`config.mk`:
```
export PLATFORM = sky130hd
export DESIGN_NAME = command_line_token_parser
export DESIGN_NICKNAME = d
export VERILOG_FILES = /design/src/rtl/core/cltp_pkg.sv /design/src/rtl/core/cltp_parse.sv /design/src/rtl/core/cltp_out.sv /design/src/rtl/core/command_line_token_parser.sv
export SDC_FILE = /design/constraint.sdc
export NUM_CORES = 1
export LEC_CHECK = 0
export ABC_AREA = 1
export BUFFER_PORTS_ARGS = -buffer_cell sky130_fd_sc_hd__buf_4
export CORE_UTILIZATION = 30
export CTS_CLUSTER_DIAMETER = 60
export DETAILED_ROUTE_END_ITERATION = 10
export GPL_ROUTABILITY_DRIVEN = 1
export PLACE_DENSITY = 0.5
export SLEW_MARGIN = 15
export SYNTH_ARGS = -nofsm -noshare
export SYNTH_HDL_FRONTEND = slang
export SYNTH_SLANG_ARGS = --single-unit
```
`constraint.sdc`:
```
create_clock -name aclk -period 10.5 [get_ports aclk]
set_clock_uncertainty 0.2 [all_clocks]
set_input_delay 0.525 -clock aclk [delete_from_list [all_inputs] [get_ports aclk]]
set_output_delay 0.525 -clock aclk [all_outputs]
set_load 0.005 [all_outputs]
```
`src/rtl/core/cltp_pkg.sv`:
```
// shared types and constants for the command line token parser
// used by cltp_parse, cltp_out and command_line_token_parser; no dependencies
package cltp_pkg;

    // default width of the argument accumulator
    localparam int ARG_WIDTH_DEF = 32;

    // width of a reported argument on the result channel
    localparam int ARG_OUT_W = 32;

    // character codes
    localparam logic [7:0] CH_NUL   = 8'h00;
    localparam logic [7:0] CH_LF    = 8'h0A;
    localparam logic [7:0] CH_TAB   = 8'h09;
    localparam logic [7:0] CH_SPACE = 8'h20;
    localparam logic [7:0] CH_MINUS = 8'h2D;
    localparam logic [7:0] CH_ZERO  = 8'h30;
    localparam logic [7:0] CH_NINE  = 8'h39;
    localparam logic [7:0] CH_H     = 8'h48;
    localparam logic [7:0] CH_Q     = 8'h51;
    localparam logic [7:0] CH_U     = 8'h55;
    localparam logic [7:0] CH_A     = 8'h41;
    localparam logic [7:0] CH_P     = 8'h50;
    localparam logic [7:0] CH_C     = 8'h43;
    localparam logic [7:0] CH_S     = 8'h53;
    localparam logic [7:0] CH_B     = 8'h42;

    // result codes: commands, then errors
    typedef enum logic [3:0] {
        CODE_H    = 4'd0,
        CODE_Q    = 4'd1,
        CODE_U    = 4'd2,
        CODE_A    = 4'd3,
        CODE_P    = 4'd4,
        CODE_C    = 4'd5,
        CODE_S    = 4'd6,
        CODE_B    = 4'd7,
        CODE_BAD  = 4'd8,
        CODE_NEG  = 4'd9,
        CODE_BIG  = 4'd10,
        CODE_MANY = 4'd11,
        CODE_FEW  = 4'd12
    } code_t;

    // where the line stands
    typedef enum logic [2:0] {
        PH_LEAD      = 3'd0,
        PH_AFTER_HQ  = 3'd1,
        PH_AFTER_CMD = 3'd2,
        PH_SEP       = 3'd3,
        PH_NUM       = 3'd4,
        PH_ERROR     = 3'd5
    } phase_t;

    // one result of a line
    typedef struct packed {
        logic [ARG_OUT_W-1:0] arg_n;
        logic [ARG_OUT_W-1:0] arg_m;
        code_t                code;
    } res_t;

endpackage

```
`src/rtl/core/cltp_parse.sv`:
```
// per-character parser: phase state machine, argument accumulator, line result
// depends on cltp_pkg
module cltp_parse #(
    parameter int ARG_WIDTH = cltp_pkg::ARG_WIDTH_DEF
) (
    input  logic            aclk,
    input  logic            aresetn,
    input  logic            ch_valid,
    input  logic [7:0]      ch,
    output logic            res_valid,
    output cltp_pkg::res_t  res
);
    import cltp_pkg::*;

    phase_t               phase_reg, phase_next;
    code_t                code_reg, code_next;
    logic [ARG_WIDTH-1:0] acc_reg, acc_next;
    logic [ARG_WIDTH-1:0] first_reg, first_next;
    logic [1:0]           count_reg, count_next;

    logic                 is_eol, is_blank, is_digit;
    logic [1:0]           needed;
    logic [ARG_WIDTH+3:0] acc_times10;
    logic                 acc_over;
    logic [1:0]           eol_count;
    logic [ARG_WIDTH-1:0] eol_first;
    logic                 eol_many;
    logic [ARG_WIDTH+ARG_OUT_W-1:0] ext_m, ext_n;

    // character classes
    assign is_eol   = (ch == CH_NUL) || (ch == CH_LF);
    assign is_blank = (ch == CH_SPACE) || (ch == CH_TAB);
    assign is_digit = (ch >= CH_ZERO) && (ch <= CH_NINE);
    assign needed   = ((code_reg == CODE_P) || (code_reg == CODE_B)) ? 2'd1 : 2'd2;

    // shift-add times ten plus digit, overflow in the top bits
    assign acc_times10 = ({4'b0, acc_reg} << 3) + ({4'b0, acc_reg} << 1)
                       + {{ARG_WIDTH{1'b0}}, ch[3:0]};
    assign acc_over    = |acc_times10[ARG_WIDTH+3:ARG_WIDTH];

    // argument commit at line end while a number is open
    always_comb begin
        eol_many  = 1'b0;
        eol_count = count_reg;
        eol_first = first_reg;
        if (phase_reg == PH_NUM) begin
            if (count_reg >= needed) begin
                eol_many = 1'b1;
            end else begin
                eol_count = count_reg + 2'd1;
                if (count_reg == 2'd0) begin
                    eol_first = acc_reg;
                end
            end
        end
    end

    // line result
    always_comb begin
        res.code  = CODE_BAD;
        res.arg_m = '0;
        res.arg_n = '0;
        ext_m     = {{ARG_OUT_W{1'b0}}, eol_first};
        ext_n     = {{ARG_OUT_W{1'b0}}, acc_reg};
        if (eol_many) begin
            res.code = CODE_MANY;
        end else if ((phase_reg == PH_ERROR) || (phase_reg == PH_AFTER_HQ)) begin
            res.code = code_reg;
        end else if ((phase_reg == PH_SEP) || (phase_reg == PH_NUM)) begin
            if (eol_count < needed) begin
                res.code = CODE_FEW;
            end else begin
                res.code  = code_reg;
                res.arg_n = ext_n[ARG_OUT_W-1:0];
                if (needed == 2'd2) begin
                    res.arg_m = ext_m[ARG_OUT_W-1:0];
                end
            end
        end
    end

    assign res_valid = ch_valid && is_eol;

    // state registers
    always_ff @(posedge aclk) begin
        if (!aresetn) begin
            phase_reg <= PH_LEAD;
            code_reg  <= CODE_H;
            acc_reg   <= '0;
            first_reg <= '0;
            count_reg <= '0;
        end else if (ch_valid) begin
            phase_reg <= phase_next;
            code_reg  <= code_next;
            acc_reg   <= acc_next;
            first_reg <= first_next;
            count_reg <= count_next;
        end
    end

    // next state per character
    always_comb begin
        phase_next = phase_reg;
        code_next  = code_reg;
        acc_next   = acc_reg;
        first_next = first_reg;
        count_next = count_reg;
        if (is_eol) begin
            phase_next = PH_LEAD;
            code_next  = CODE_H;
            acc_next   = '0;
            first_next = '0;
            count_next = '0;
        end else begin
            unique case (phase_reg)
                PH_LEAD: begin
                    if (!is_blank) begin
                        phase_next = PH_AFTER_CMD;
                        case (ch)
                            CH_H: begin
                                code_next  = CODE_H;
                                phase_next = PH_AFTER_HQ;
                            end
                            CH_Q: begin
                                code_next  = CODE_Q;
                                phase_next = PH_AFTER_HQ;
                            end
                            CH_U: code_next = CODE_U;
                            CH_A: code_next = CODE_A;
                            CH_P: code_next = CODE_P;
                            CH_C: code_next = CODE_C;
                            CH_S: code_next = CODE_S;
                            CH_B: code_next = CODE_B;
                            default: begin
                                code_next  = CODE_BAD;
                                phase_next = PH_ERROR;
                            end
                        endcase
                    end
                end
                PH_AFTER_HQ: begin
                    if (!is_blank) begin
                        code_next  = CODE_BAD;
                        phase_next = PH_ERROR;
                    end
                end
                PH_AFTER_CMD: begin
                    if (is_blank) begin
                        phase_next = PH_SEP;
                    end else begin
                        code_next  = CODE_BAD;
                        phase_next = PH_ERROR;
                    end
                end
                PH_SEP: begin
                    if (is_digit) begin
                        acc_next   = {{(ARG_WIDTH-4){1'b0}}, ch[3:0]};
                        phase_next = PH_NUM;
                    end else if (ch == CH_MINUS) begin
                        code_next  = CODE_NEG;
                        phase_next = PH_ERROR;
                    end else if (!is_blank) begin
                        code_next  = CODE_BAD;
                        phase_next = PH_ERROR;
                    end
                end
                PH_NUM: begin
                    if (is_digit) begin
                        if (acc_over) begin
                            code_next  = CODE_BIG;
                            phase_next = PH_ERROR;
                        end else begin
                            acc_next = acc_times10[ARG_WIDTH-1:0];
                        end
                    end else if (is_blank) begin
                        if (count_reg >= needed) begin
                            code_next  = CODE_MANY;
                            phase_next = PH_ERROR;
                        end else begin
                            if (count_reg == 2'd0) begin
                                first_next = acc_reg;
                            end
                            count_next = count_reg + 2'd1;
                            phase_next = PH_SEP;
                        end
                    end else begin
                        code_next  = CODE_BAD;
                        phase_next = PH_ERROR;
                    end
                end
                PH_ERROR: begin
                    phase_next = PH_ERROR;
                end
                default: begin
                    phase_next = PH_ERROR;
                end
            endcase
        end
    end

endmodule

```
`src/rtl/core/cltp_out.sv`:
```
// result register with a skid stage towards the result channel
// depends on cltp_pkg
module cltp_out (
    input  logic            aclk,
    input  logic            aresetn,
    input  logic            in_valid,
    input  cltp_pkg::res_t  in_data,
    output logic            in_ready,
    output logic            out_valid,
    output cltp_pkg::res_t  out_data,
    input  logic            out_ready
);
    import cltp_pkg::*;

    logic main_valid_reg, skid_valid_reg;
    res_t main_reg, skid_reg;
    logic push, space;

    assign in_ready  = !skid_valid_reg;
    assign push      = in_valid && in_ready;
    assign space     = !main_valid_reg || out_ready;
    assign out_valid = main_valid_reg;
    assign out_data  = main_reg;

    // valid flags
    always_ff @(posedge aclk) begin
        if (!aresetn) begin
            main_valid_reg <= 1'b0;
            skid_valid_reg <= 1'b0;
        end else if (space) begin
            main_valid_reg <= skid_valid_reg || push;
            skid_valid_reg <= skid_valid_reg && push;
        end else if (push) begin
            skid_valid_reg <= 1'b1;
        end
    end

    // payload
    always_ff @(posedge aclk) begin
        if (space) begin
            if (skid_valid_reg) begin
                main_reg <= skid_reg;
                if (push) begin
                    skid_reg <= in_data;
                end
            end else if (push) begin
                main_reg <= in_data;
            end
        end else if (push) begin
            skid_reg <= in_data;
        end
    end

endmodule

```
`src/rtl/core/command_line_token_parser.sv`:
```
// top level of the command line token parser: character stream in, one result per line out
// depends on cltp_pkg, cltp_parse and cltp_out
//
//  channel | direction | tdata fields (lowest bit up)             | item
//  s_      | in        | ch[7:0]                                  | one character
//  m_      | out       | code[3:0] arg_m[35:4] arg_n[67:36] pad   | one line result
//
// one character per cycle while s_tready is high; a line end's result is registered
// the phase state machine and accumulator update once per accepted character
// reset is synchronous on aresetn and starts a fresh line
// a two-entry result stage lets characters flow while a result waits;
// s_tready drops only while both result entries are full
module command_line_token_parser #(
    parameter int ARG_WIDTH = cltp_pkg::ARG_WIDTH_DEF
) (
    input  logic        aclk,
    input  logic        aresetn,
    input  logic        s_tvalid,
    output logic        s_tready,
    input  logic [7:0]  s_tdata,   // ch[7:0]
    output logic        m_tvalid,
    input  logic        m_tready,
    output logic [71:0] m_tdata    // code[3:0], arg_m[35:4], arg_n[67:36], zero[71:68]
);
    import cltp_pkg::*;

    logic s_accept, res_valid;
    res_t res, out_res;

    assign s_accept = s_tvalid && s_tready;

    // per-character parser
    cltp_parse #(
        .ARG_WIDTH (ARG_WIDTH)
    ) u_parse (
        .aclk      (aclk),
        .aresetn   (aresetn),
        .ch_valid  (s_accept),
        .ch        (s_tdata),
        .res_valid (res_valid),
        .res       (res)
    );

    // result register and skid
    cltp_out u_out (
        .aclk      (aclk),
        .aresetn   (aresetn),
        .in_valid  (res_valid),
        .in_data   (res),
        .in_ready  (s_tready),
        .out_valid (m_tvalid),
        .out_data  (out_res),
        .out_ready (m_tready)
    );

    // result transaction packing
    assign m_tdata = {4'b0, out_res.arg_n, out_res.arg_m, out_res.code};

endmodule
```
After elaboration in Yosys (flattened, before gate mapping)
Index checks and enable logic that the tools add are counted.
{"block": "classes", "addsub": 3, "n_lt_le_gt_ge": 4, "n_eq_ne": 29, "n_mux": 59, "n_reduce_logical": 32}
{"operator": "$mux W68", "n": 6}
{"operator": "$mux W32", "n": 12}
{"operator": "$mux W64", "n": 3}
{"operator": "$eq A8 B7 Y1 const B", "n": 8}
{"operator": "$pmux W32 S2", "n": 1}
{"operator": "$mux W4", "n": 12}
{"operator": "$add A35 B33 Y36", "n": 1}
{"operator": "$add A36 B4 Y36", "n": 1}
{"operator": "$pmux W4 S8", "n": 1}
{"operator": "$mux W3", "n": 10}
{"operator": "$eq A8 B4 Y1 const B", "n": 2}
{"operator": "$eq A8 B6 Y1 const B", "n": 2}
{"operator": "$pmux W4 S4", "n": 1}
{"operator": "$pmux W3 S5", "n": 1}
{"operator": "$mux W2", "n": 7}
{"operator": "$ne A3 B2 Y1 const B", "n": 3}
{"operator": "$eq A4 B3 Y1 const B", "n": 2}
{"operator": "$ge A8 B6 Y1 const B", "n": 1}
{"operator": "$le A8 B6 Y1 const B", "n": 1}
{"operator": "$logic_not A8 Y1", "n": 1}
{"operator": "$reduce_bool A2 Y1", "n": 4}
{"operator": "$logic_or A1 B1 Y1", "n": 7}
{"operator": "$eq A3 B2 Y1 const B", "n": 2}
{"operator": "$eq A3 B3 Y1 const B", "n": 2}
{"operator": "other kinds (25)", "n": 36}
{"block": "totals", "register_bits": 211, "inputBits": 12, "output_inout_bits": 74, "wordCells": 140}

Depth between registers and ports, before layout
Gate-level depths: netlist of the first run.
{"block": "logic_depth", "ltp_word": 14, "ltp_mapped": 21}

Cells and area by module
Synthesis of the first run repeated with hierarchy kept, for this count alone.
{"block": "hier_totals", "cells_unflattened": 1551, "area_unflattened_um2": 12284.3}
{"mod": "cltp_parse", "n_inst": 1, "cells_each": 1177, "area_per_inst_um2": 7218.2, "seq_area_each_um2": 1461.4}
{"mod": "cltp_out", "n_inst": 1, "cells_each": 367, "area_per_inst_um2": 5024.8, "seq_area_each_um2": 4124.0}
{"mod": "command_line_token_parser", "n_inst": 1, "cells_each": 7, "area_per_inst_um2": 41.3, "seq_area_each_um2": 0.0}

Worst setup path after synthesis of the first run
No wires, ideal clock.
{"block": "synth_path", "kind": "input to register", "from": "in s_tdata[3]", "to": "reg u_out.main_reg (netlist bit u_out.out_data[0]) (enable)", "setup_ns": 0.495, "arrival_time_ns": 4.279, "t_required_ns": 9.805, "slack_ns": 5.526, "path_stages": 11, "n_path_buf": 0, "path_cell_list": "inv_2 > nand2_2 > nor2_1 > inv_2 > o31ai_1 > nand2_2 > inv_2 > nand2_1 > nand2_1 > inv_1 > nor2_1"}
{"block": "synth_between", "elab_chain_cells": 6, "word_cells_on_any_way": 7}
{"item": "start, declared", "line": "command_line_token_parser.sv:20", "text": "input logic [7:0] s_tdata,"}
{"item": "$eq A8 B4 Y1 / $logic_not A8 Y1 (equally long branches)", "line": "cltp_parse.sv:31", "text": "assign is_eol = (ch == CH_NUL) || (ch == CH_LF);"}
{"item": "$logic_or A1 B1 Y1 *", "line": "cltp_parse.sv:31"}
{"item": "$logic_and A1 B1 Y1 *", "line": "cltp_parse.sv:82", "text": "assign res_valid = ch_valid && is_eol;"}
{"item": "$logic_and A1 B1 Y1 *", "line": "cltp_out.sv:20", "text": "assign push = in_valid && in_ready;"}
{"item": "$reduce_bool A2 Y1 (no line) *"}
{"item": "$reduce_and A2 Y1 (no line) *"}
{"item": "end signal, assigned", "line": "cltp_out.sv:42", "text": "main_reg <= skid_reg;"}
{"item": "end signal, assigned", "line": "cltp_out.sv:47", "text": "main_reg <= in_data;"}
{"item": "end, declared", "line": "cltp_out.sv:16", "text": "res_t main_reg, skid_reg;"}
Mark *: on every way between the ends. The rest lies on a longest branch, timed or not.
A chain may end at the register's enable or synchronous reset.

==> results of run 1 <==
## tightest hold or removal path, delay by kind of cell
family                 cells  cell delay, ns
AND/OR/NAND/NOR            2            0.13
buffers and inverters      2            0.21
## layout make-up
class	instances	area share (%)
clock buffers	24	4.11
repair buffers	91	4.76
well taps	532	4.64
flip-flops and latches	211	38.9
multi-input cells	1203	42.7
inverters	141	3.69
clock inverters	18	1.18
## power groups by stage
stage	registers, mW	clock network [mW]	logic, mW
after CTS	0.893	0.838	0.163
final	0.893	0.819	0.162
after global routing	0.894	0.871	0.183
after detailed placement	0.911	0	0.162
after floorplan	0.905	0	0.126
after global placement	0.911	0	0.163
## metal layers
metal / up-vias / global-route usage (%) / wire length (microns)
li1: 5433 / - / -
met1: 4973 / 23.9 / 17300
met2: 242 / 25.8 / 15400
met3: 36 / 1.59 / 1590
met4: 0 / 4.41 / 643
met5: - / 0 / 0
## cell usage in the layout (no fill, tap or decap), types with 3 or more instances in the layout
cell,instances
edfxtp_1,136
nor3_1,16
nor2_1,183
bufinv_16,3
nor3_2,4
xnor2_1,4
or2_2,5
nand3_1,51
nand2_1,534
nand4_1,29
xor2_1,10
inv_2,20
a31oi_1,7
clkinv_2,6
o21bai_1,4
clkbuf_16,23
nand2_2,12
o21ai_0,120
ha_1,67
nand3b_1,6
nor2_2,7
a21oi_1,69
nor2_4,8
dfxtp_1,74
mux2i_1,26
clkinv_1,6
buf_4,91
conb_1,4
o31ai_1,5
a22oi_1,3
inv_1,120
## kinds of logic (layout without fill, tap and decap cells)
kind of cell	Yosys count	after routing	synth area share (%)
buffers and inverters	209	274	6.97
XOR/XNOR	14	14	0.978
AO/OA/AOI/OAI	224	224	9.55
other	1	4	0.0299
flip-flops	211	211	44.5
adder cells (fa/ha/maj)	69	69	7.00
AND/OR/NAND/NOR	866	866	28.9
multiplexers	26	26	2.08
## worst paths after layout
check,slack (ns),endpoint,depth (start not counted),start
min reg2reg,0.32,u_out.out_data[32]$_DFFE_PP_,2,u_out.skid_reg[32]$_DFFE_PP_
min,0.19,u_out.skid_valid_reg$_SDFFE_PN0P_,4,m_tready
max reg2reg,6.28,u_out.out_data[6]$_DFFE_PP_,16,u_parse.code_reg[0]$_SDFFE_PN0P_
max,6.28,u_out.out_data[6]$_DFFE_PP_,16,u_parse.code_reg[0]$_SDFFE_PN0P_
==> out/qor.txt, run 1 <==
Syn_area_per_cell: 7.74 sq um
Share of power burned in registers: 47.7%
PwrDens: 131 nW/um^2
Final wirelength: 34.9 mm
Avg WL per Cell: 15.7 microns
GRT Overall Usage: 16.4%
Vias per inst: 4.81
Post-synthesis sequential area ratio: 44.5%
Hpwl dp: 24.8 mm
Final Wtd Congestion: 0.891
Reg clk slew, reported paths: 0.06 ns
Yosys reg bits: 211
Area growth from synthesis to layout: 14.4%
ANT nets after route: 0
Die height: 206 microns
Commonest cells post-synth: 534 x nand2_1, 186 x nor2_1, 136 x edfxtp_1
Nets: 1752
GRT overflow: 0
Pins over their slew limit: 0
Clk_lat worst skew: 0.52 ns
Clock network power share: 43.7%
Std-Cell Rows: 74
Max VDD drop: 0.0000992 V
Count of input and output buffers: 81
Crit-path max FO: 32
Final hold vios: 0
Async set or reset register ratio after synthesis: 0%
CTS root buf: clkbuf_16
Maxcap violations: 0
Yosys warning count: 0
CP startpoint kind: register
First-pass GRT wire length: 55.3 mm
H-tree depth: 1
P_leak: 6.41 nW
Worst setup EP type: register
Final setup fails: 0
Netlist cell types: 50
Switching pwr: 460 uW
Violated checks: design-rule violations
Die Area: 42600 sq um
CP arrival: 4.41 ns
Share of the synthesized area in the top cell type: 32.6%
Post_cts resized: 0
Final period util: 40.2%
ANT cells: 0
Worst-Margin Slew: 1.12 ns
Pre-CTS WS: 6.24 ns
Fin area: 14400 sq um
CTS tree: done
Initial antenna violation count: 0
Post-CTS Setup Inserts: 0
Multi-input gate area: 6130 sq um
Status: finished with violations
Initial Util: 30.6%
Setup CP Type: reg2reg
Post-synth top area cell: edfxtp_1
Switching share of total power: 24.5%
Internal Power: 1.41 mW
Hold Slack: 0.194 ns
Layout cell share with drive strength beyond 1: 11.6%
Via Count: 10700
Family with the most delay on the worst path: simple AND/OR/NAND/NOR gates
Max-slew headroom: 25.3%
FF/Latch Area: 5590 sq um
Post-synth EDFFs: 136
Filler Cells Inserted: 4317
Total negative setup slack: 0 ns
Worst Hold Class: in2reg
Crit-path cells: inv_1 -> nor2_1 -> nor4_1 -> ha_1 -> o21ai_1 -> nand2_1 -> nand2_2 -> inv_2 -> nor2_4 -> inv_1 -> nor2_1 -> nand2_1 -> buf_4 -> nor2_1 -> nand2_1 -> nand2_1
Slowest stage delay, CP: 0.63 ns
IO Pins: 86
Worst setup margin: 6.28 ns
Vias in the first global route: 10100
Worst path required time: 10.69 ns
Ranking of synthesized cells by area: edfxtp_1 33%, nand2_1 16%, dfxtp_1 12%
DRC: 12
Pwr Total: 1.87 mW
Core Region: 41000 sq um
1st-pass router iterations: 8
Main synth FF type: edfxtp_1
Initial DRC count: 640
Die X-Extent: 206 microns
Clock sinks: 211
Placed Area: 13600 sq um
Count leader, synth: nand2_1
Slowest cell on the critical path: nor4_1
Final cell count without fillers: 2220
CTS Buf Count: 23
Final core occ: 35.0%
Synth Cell Area: 12500 sq um
WP buf/inv: 4
Min Tclk post-route: 4.22 ns
Hold buffers post-CTS: 0
RSZ-0062 raised after global routing: no
Largest net degree at the start of global routing: 77
Most common cell on crit path: nand2_1
Logic pwr share: 8.6%
Post-Syn Instances: 1620
Placed insts: 2178
Clock tree buffer depth: 3
Fmax: 0.237 GHz
Power figures use the tool's default switching activity.
==> run 2: changes to the inputs <==
- ABC_AREA: 1 -> 0
- PLACE_DENSITY: 0.5 -> 0.51
- clock period: 10.5 -> 4.2 ns (I/O delays scaled with it)
==> out/qor.txt, run 2 <==
Std-Cell Rows: 71
CP startpoint kind: register
ANT nets after route: 0
First-pass GRT wire length: 44.4 mm
CP arrival: 4.22 ns
P_leak: 5.11 nW
Commonest cells post-synth: 176 x nand2_1, 136 x edfxtp_1, 75 x dfxtp_1
Worst Hold Class: in2reg
Yosys reg bits: 211
Clock network power share: 49.4%
Largest family of logic cells by synthesized area: simple AND/OR/NAND/NOR gates
Commonest non-fill, non-tap cell in the layout: nand2_1
Post-Syn Instances: 1084
Fmax: 0.252 GHz
Layout cell share with drive strength beyond 1: 23.2%
Max-slew headroom: 33.5%
Logic pwr share: 3.3%
Syn_area_per_cell: 10.5 sq um
Final hold vios: 0
Total negative setup slack: 0 ns
GRT Overall Usage: 14.1%
Avg WL per Cell: 16.0 microns
Count leader, synth: nand2_1
Pwr Total: 4.63 mW
Worst-Margin Slew: 0.994 ns
DRC: 0
Highest routed layer: met4
Die height: 197 microns
Synth Cell Area: 11400 sq um
Share of power burned in registers: 47.4%
Initial DRC count: 472
Final wirelength: 27.3 mm
1st-pass router iterations: 5
Vias per inst: 4.84
Core Region: 37600 sq um
Commonest non-fill, non-tap cells in the layout: 176 x nand2_1, 136 x edfxtp_1, 112 x buf_4
Reg clk slew, reported paths: 0.06 ns
Area growth from synthesis to layout: 20.6%
Ranking of synthesized cells by area: edfxtp_1 36%, dfxtp_1 13%, ha_1 7.4%
Post-synth EDFFs: 136
Max VDD drop: 0.000277 V
Hpwl dp: 18.6 mm
Via Count: 8292
CTS root buf: clkbuf_16
Met1 WL: 13.3 mm
Worst path required time: 4.46 ns
Simple-Gate Fraction of Synth Area: 14.7%
Switching share of total power: 21.6%
Vias in the first global route: 8387
IO Pins: 86
CTS Buf Count: 27
Yosys warning count: 0
Post-synthesis sequential area ratio: 49.0%
Adder-cell share of the synthesized area: 7.70%
Met2 wire length: 12.6 mm
Min Tclk post-route: 3.96 ns
Switching pwr: 999 uW
Clk_lat worst skew: 0.54 ns
Die X-Extent: 197 microns
PwrDens: 337 nW/um^2
ANT cells: 0
Mux share of post-synthesis cell area: 8.23%
Die Area: 38800 sq um
Final setup fails: 0
Count of input and output buffers: 81
Internal Power: 3.63 mW
Main synth FF type: edfxtp_1
Nets: 1261
Filler Cells Inserted: 3763
Maxcap violations: 0
CTS tree: done
Final period util: 94.3%
XOR/XNOR Fraction of Synth Area: 2.38%
Pins over their slew limit: 0
Worst setup EP type: register
RSZ-0062 raised after global routing: no
Initial Util: 30.3%
Initial antenna violation count: 0
Post-synthesis compound-gate area fraction: 14.7%
Setup CP Type: reg2reg
Clock sinks: 211
Async set or reset register ratio after synthesis: 0%
Clock tree buffer depth: 3
Status: finished clean
Post-CTS Setup Inserts: 0
Share of the synthesized area in the top cell type: 35.8%
FF/Latch Area: 5590 sq um
H-tree depth: 1
Post-synth top area cell: edfxtp_1
Met3 routed WL: 870 microns
Crit-path max FO: 9
Multi-input gate area: 5530 sq um
Largest net degree at the start of global routing: 69
Final Wtd Congestion: 0.884
GRT overflow: 0
Netlist cell types: 65
## run 2: per-layer routing
layer  vias up  track usage, %
met3        39            1.98
met2       134            23.5
met1      4002            19.2
met4         0            3.39
li1       4117               -
met5         -               0
## run 2: logic make-up (layout without fill, tap and decap cells)
family | count (synthesis) | in the layout
xor+xnor | 31 | 31
fa+ha+maj | 69 | 69
flops | 211 | 211
simple gates | 352 | 352
mux | 85 | 85
other cells | 1 | 4
compound gates | 250 | 250
buf+inv | 85 | 199
## run 2: repair_timing
item                                   CTS  global route
resized for setup                        0             9
setup endpoints to repair                0            39
endpoints found under the hold margin   34             0
hold buffers                             6             0
## run 2: stage by stage
stage / cells / hold WS, ns / setup slack [ns] / instance area, sq um / util (%)
2_1_floorplan: 1087 / 0.253 / 0.202 / 11400 / -
3_3_place_gp: 1655 / 0.277 / 0.184 / 12700 / 33.9
3_5_place_dp: 1655 / 0.298 / 0.0690 / 12700 / 33.9
4_1_cts: 1711 / 0.0250 / 0.103 / 13700 / 36.4
5_1_grt: 1712 / 0.0898 / 0.00294 / 13800 / 36.6
6_report: 1712 / 0.0378 / 0.240 / 13800 / 36.6
## run 2: power by group through the flow
stage	clock network, mW	registers, mW	logic, mW
after global placement	0	2.24	0.145
final	2.29	2.20	0.151
after CTS	2.37	2.19	0.150
after detailed placement	0	2.24	0.146
after floorplan	0	2.24	0.0986
after global routing	2.44	2.19	0.165
## run 2: path summary, 6_finish.rpt
check	start	to	slack [ns]	cells after the start
setup / recovery	u_parse.acc_reg[0]$_SDFFE_PN0P_	u_parse.acc_reg[23]$_SDFFE_PN0P_	0.24	14
setup reg to reg	u_parse.acc_reg[0]$_SDFFE_PN0P_	u_parse.acc_reg[23]$_SDFFE_PN0P_	0.24	14
hold / removal	s_tdata[7]	u_parse.code_reg[0]$_SDFFE_PN0P_	0.04	6
hold reg to reg	u_parse.code_reg[2]$_SDFFE_PN0P_	u_parse.code_reg[2]$_SDFFE_PN0P_	0.30	2
## run 2: area by class of cell
class / instances / share of cell area (%)
Timing Repair Buffer: 124 / 7.46
Multi-Input combinational cell: 791 / 40.2
Clock buffer: 34 / 5.18
Tap cell: 511 / 4.65
Sequential cell: 211 / 40.6
Clock inverter: 16 / 1.24
Inverter: 25 / 0.682
## run 2: critical path, stage by stage (launching register included)
cell	delay, ns
dfxtp_1	0.34
inv_1	0.07
fa_1	0.49
inv_1	0.07
ha_1	0.32
a211oi_1	0.28
o21ai_1	0.21
a31oi_1	0.21
o21ai_0	0.19
a211oi_1	0.30
nand3_1	0.20
or4_4	0.47
o21ai_4	0.15
buf_12	0.20
mux2i_1	0.19
==> run 3: changes to the inputs <==
- PLACE_DENSITY: 0.51 -> not set
- PLACE_DENSITY_LB_ADDON: not set -> 0.1
==> out/qor.txt, run 3 (same netlist as run 2, synthesis figures left out) <==
Hpwl dp: 19.6 mm
DRC: 0
Die X-Extent: 197 microns
Max-slew headroom: 51.3%
Final Wtd Congestion: 0.853
Family with the most delay on the worst path: compound AO/OA/AOI/OAI gates
Reg clk slew, reported paths: 0.06 ns
Pwr Total: 4.57 mW
Filler Cells Inserted: 3809
Fmax: 0.254 GHz
Max VDD drop: 0.000240 V
Clock tree buffer depth: 3
ANT cells: 0
Worst setup EP type: register
CTS Buf Count: 27
Die height: 197 microns
Count of input and output buffers: 81
Total negative setup slack: 0 ns
Core Region: 37600 sq um
ANT nets after route: 0
Via Count: 8243
Worst setup margin: 0.262 ns
Final setup fails: 0
PwrDens: 333 nW/um^2
Maxcap violations: 0
Die Area: 38800 sq um
Placed insts: 1663
Crit-path cells: inv_1 -> fa_1 -> inv_1 -> fa_2 -> a211oi_2 -> o211ai_1 -> a22oi_2 -> o211ai_2 -> a31oi_2 -> xnor2_2 -> or4_1 -> o21ai_2 -> buf_12 -> mux2i_1
Nets: 1267
Most common cell on crit path: inv_1
Std-Cell Rows: 71
Final wirelength: 28.1 mm
Commonest non-fill, non-tap cell in the layout: nand2_1
WP buf/inv: 3
Clk_lat worst skew: 0.54 ns
Initial Util: 30.3%
Vias per inst: 4.80
Initial DRC count: 353
Worst Hold Class: in2reg
Layout cell share with drive strength beyond 1: 23.9%
Crit. Startpoint: u_parse.acc_reg[0]$_SDFFE_PN0P_
H-tree depth: 1
Initial antenna violation count: 0
Origin of the critical flop-to-flop path: u_parse.acc_reg[0]$_SDFFE_PN0P_
Commonest non-fill, non-tap cells in the layout: 176 x nand2_1, 136 x edfxtp_1, 120 x buf_4
Final period util: 93.8%
1st-pass router iterations: 4
Status: finished clean
P_leak: 5.12 nW
Final hold vios: 0
First-pass GRT wire length: 45.3 mm
GRT Overall Usage: 14.5%
Final cell count without fillers: 1716
CTS root buf: clkbuf_16
Min Tclk post-route: 3.94 ns
Worst path required time: 4.45 ns
Min-delay src: s_tdata[1]
Pins over their slew limit: 0
Largest net degree at the start of global routing: 69
CP arrival: 4.19 ns
RSZ-0062 raised after global routing: no
Slowest cell on the critical path: or4_1
CTS tree: done
Pre-CTS WS: 0.0964 ns
Worst-Margin Slew: 0.724 ns
Avg WL per Cell: 16.4 microns
IO Pins: 86
Crit-path max FO: 16
Area growth from synthesis to layout: 20.5%
Setup CP Type: reg2reg
Clock sinks: 211
Slowest stage delay, CP: 0.53 ns
Vias in the first global route: 8291
CP startpoint kind: register
GRT overflow: 0
## run 3: changes by cell type in the layout (fill, tap and decap cells not counted), sizes merged
cell / previous run / this run
clkbuf: 35 / 36
clkinv: 10 / 7
clkinvlp: 1 / 2
bufinv: 3 / 1
buf: 117 / 125
dlygate4sd3: 6 / 5
## run 3: where the power goes
part           switching (mW)  total (mW)  internal [mW]  leakage (nW)
Combinational          0.0976       0.155         0.0579          2.87
Clock                   0.891        2.22           1.33         0.421
Sequential            0.00415        2.19           2.19          1.83
## run 3: timing repair
action,CTS,global route
endpoints found under the setup margin,0,36
setup buffers,0,0
resized for setup,0,6
hold buffers,5,0
endpoints found under the hold margin,31,0
## run 3: worst register-to-register path: cells and delay by family, from the launching register on
family / cells / cell delay, ns
AOI/OAI and AO/OA: 6 / 1.23
muxes: 1 / 0.20
buffers and inverters: 3 / 0.34
adders and majority gates: 2 / 0.94
and+or+nand+nor: 1 / 0.53
xor gates and xnor gates: 1 / 0.12
DFF: 1 / 0.33
## run 3: routing by layer
metal  share of wire [%]  track usage, %
met4                 1.7            3.53
met3                 3.4            2.05
met5                   0               0
met1                  48            19.6
met2                  47            24.4
## run 3: cell type report
cell class | count | area, sq um | share of cell area, %
tap | 511 | 639 | 4.65
multi-input combinational | 791 | 5510 | 40.1
clock inverter | 12 | 101 | 0.738
inverter | 25 | 93.8 | 0.683
timing repair buffer | 130 | 1050 | 7.65
sequential | 211 | 5590 | 40.7
clock buffer | 36 | 759 | 5.53
## run 3: path summary, 6_finish.rpt
kind,to,slack [ns],depth (start not counted)
max,u_parse.acc_reg[16]$_SDFFE_PN0P_,0.26,14
min,u_parse.acc_reg[1]$_SDFFE_PN0P_,0.03,5
max reg2reg,u_parse.acc_reg[16]$_SDFFE_PN0P_,0.26,14
min reg2reg,u_parse.code_reg[0]$_SDFFE_PN0P_,0.29,2
## run 3: stage by stage
stage	hold WS, ns	cell area [sq um]	util, %
6_report	0.0278	13700	36.6
5_1_grt	0.0536	13700	36.6
4_1_cts	0.00140	13700	36.5
3_5_place_dp	0.285	12800	34.0
3_3_place_gp	0.276	12800	34.0
2_1_floorplan	0.253	11400	-
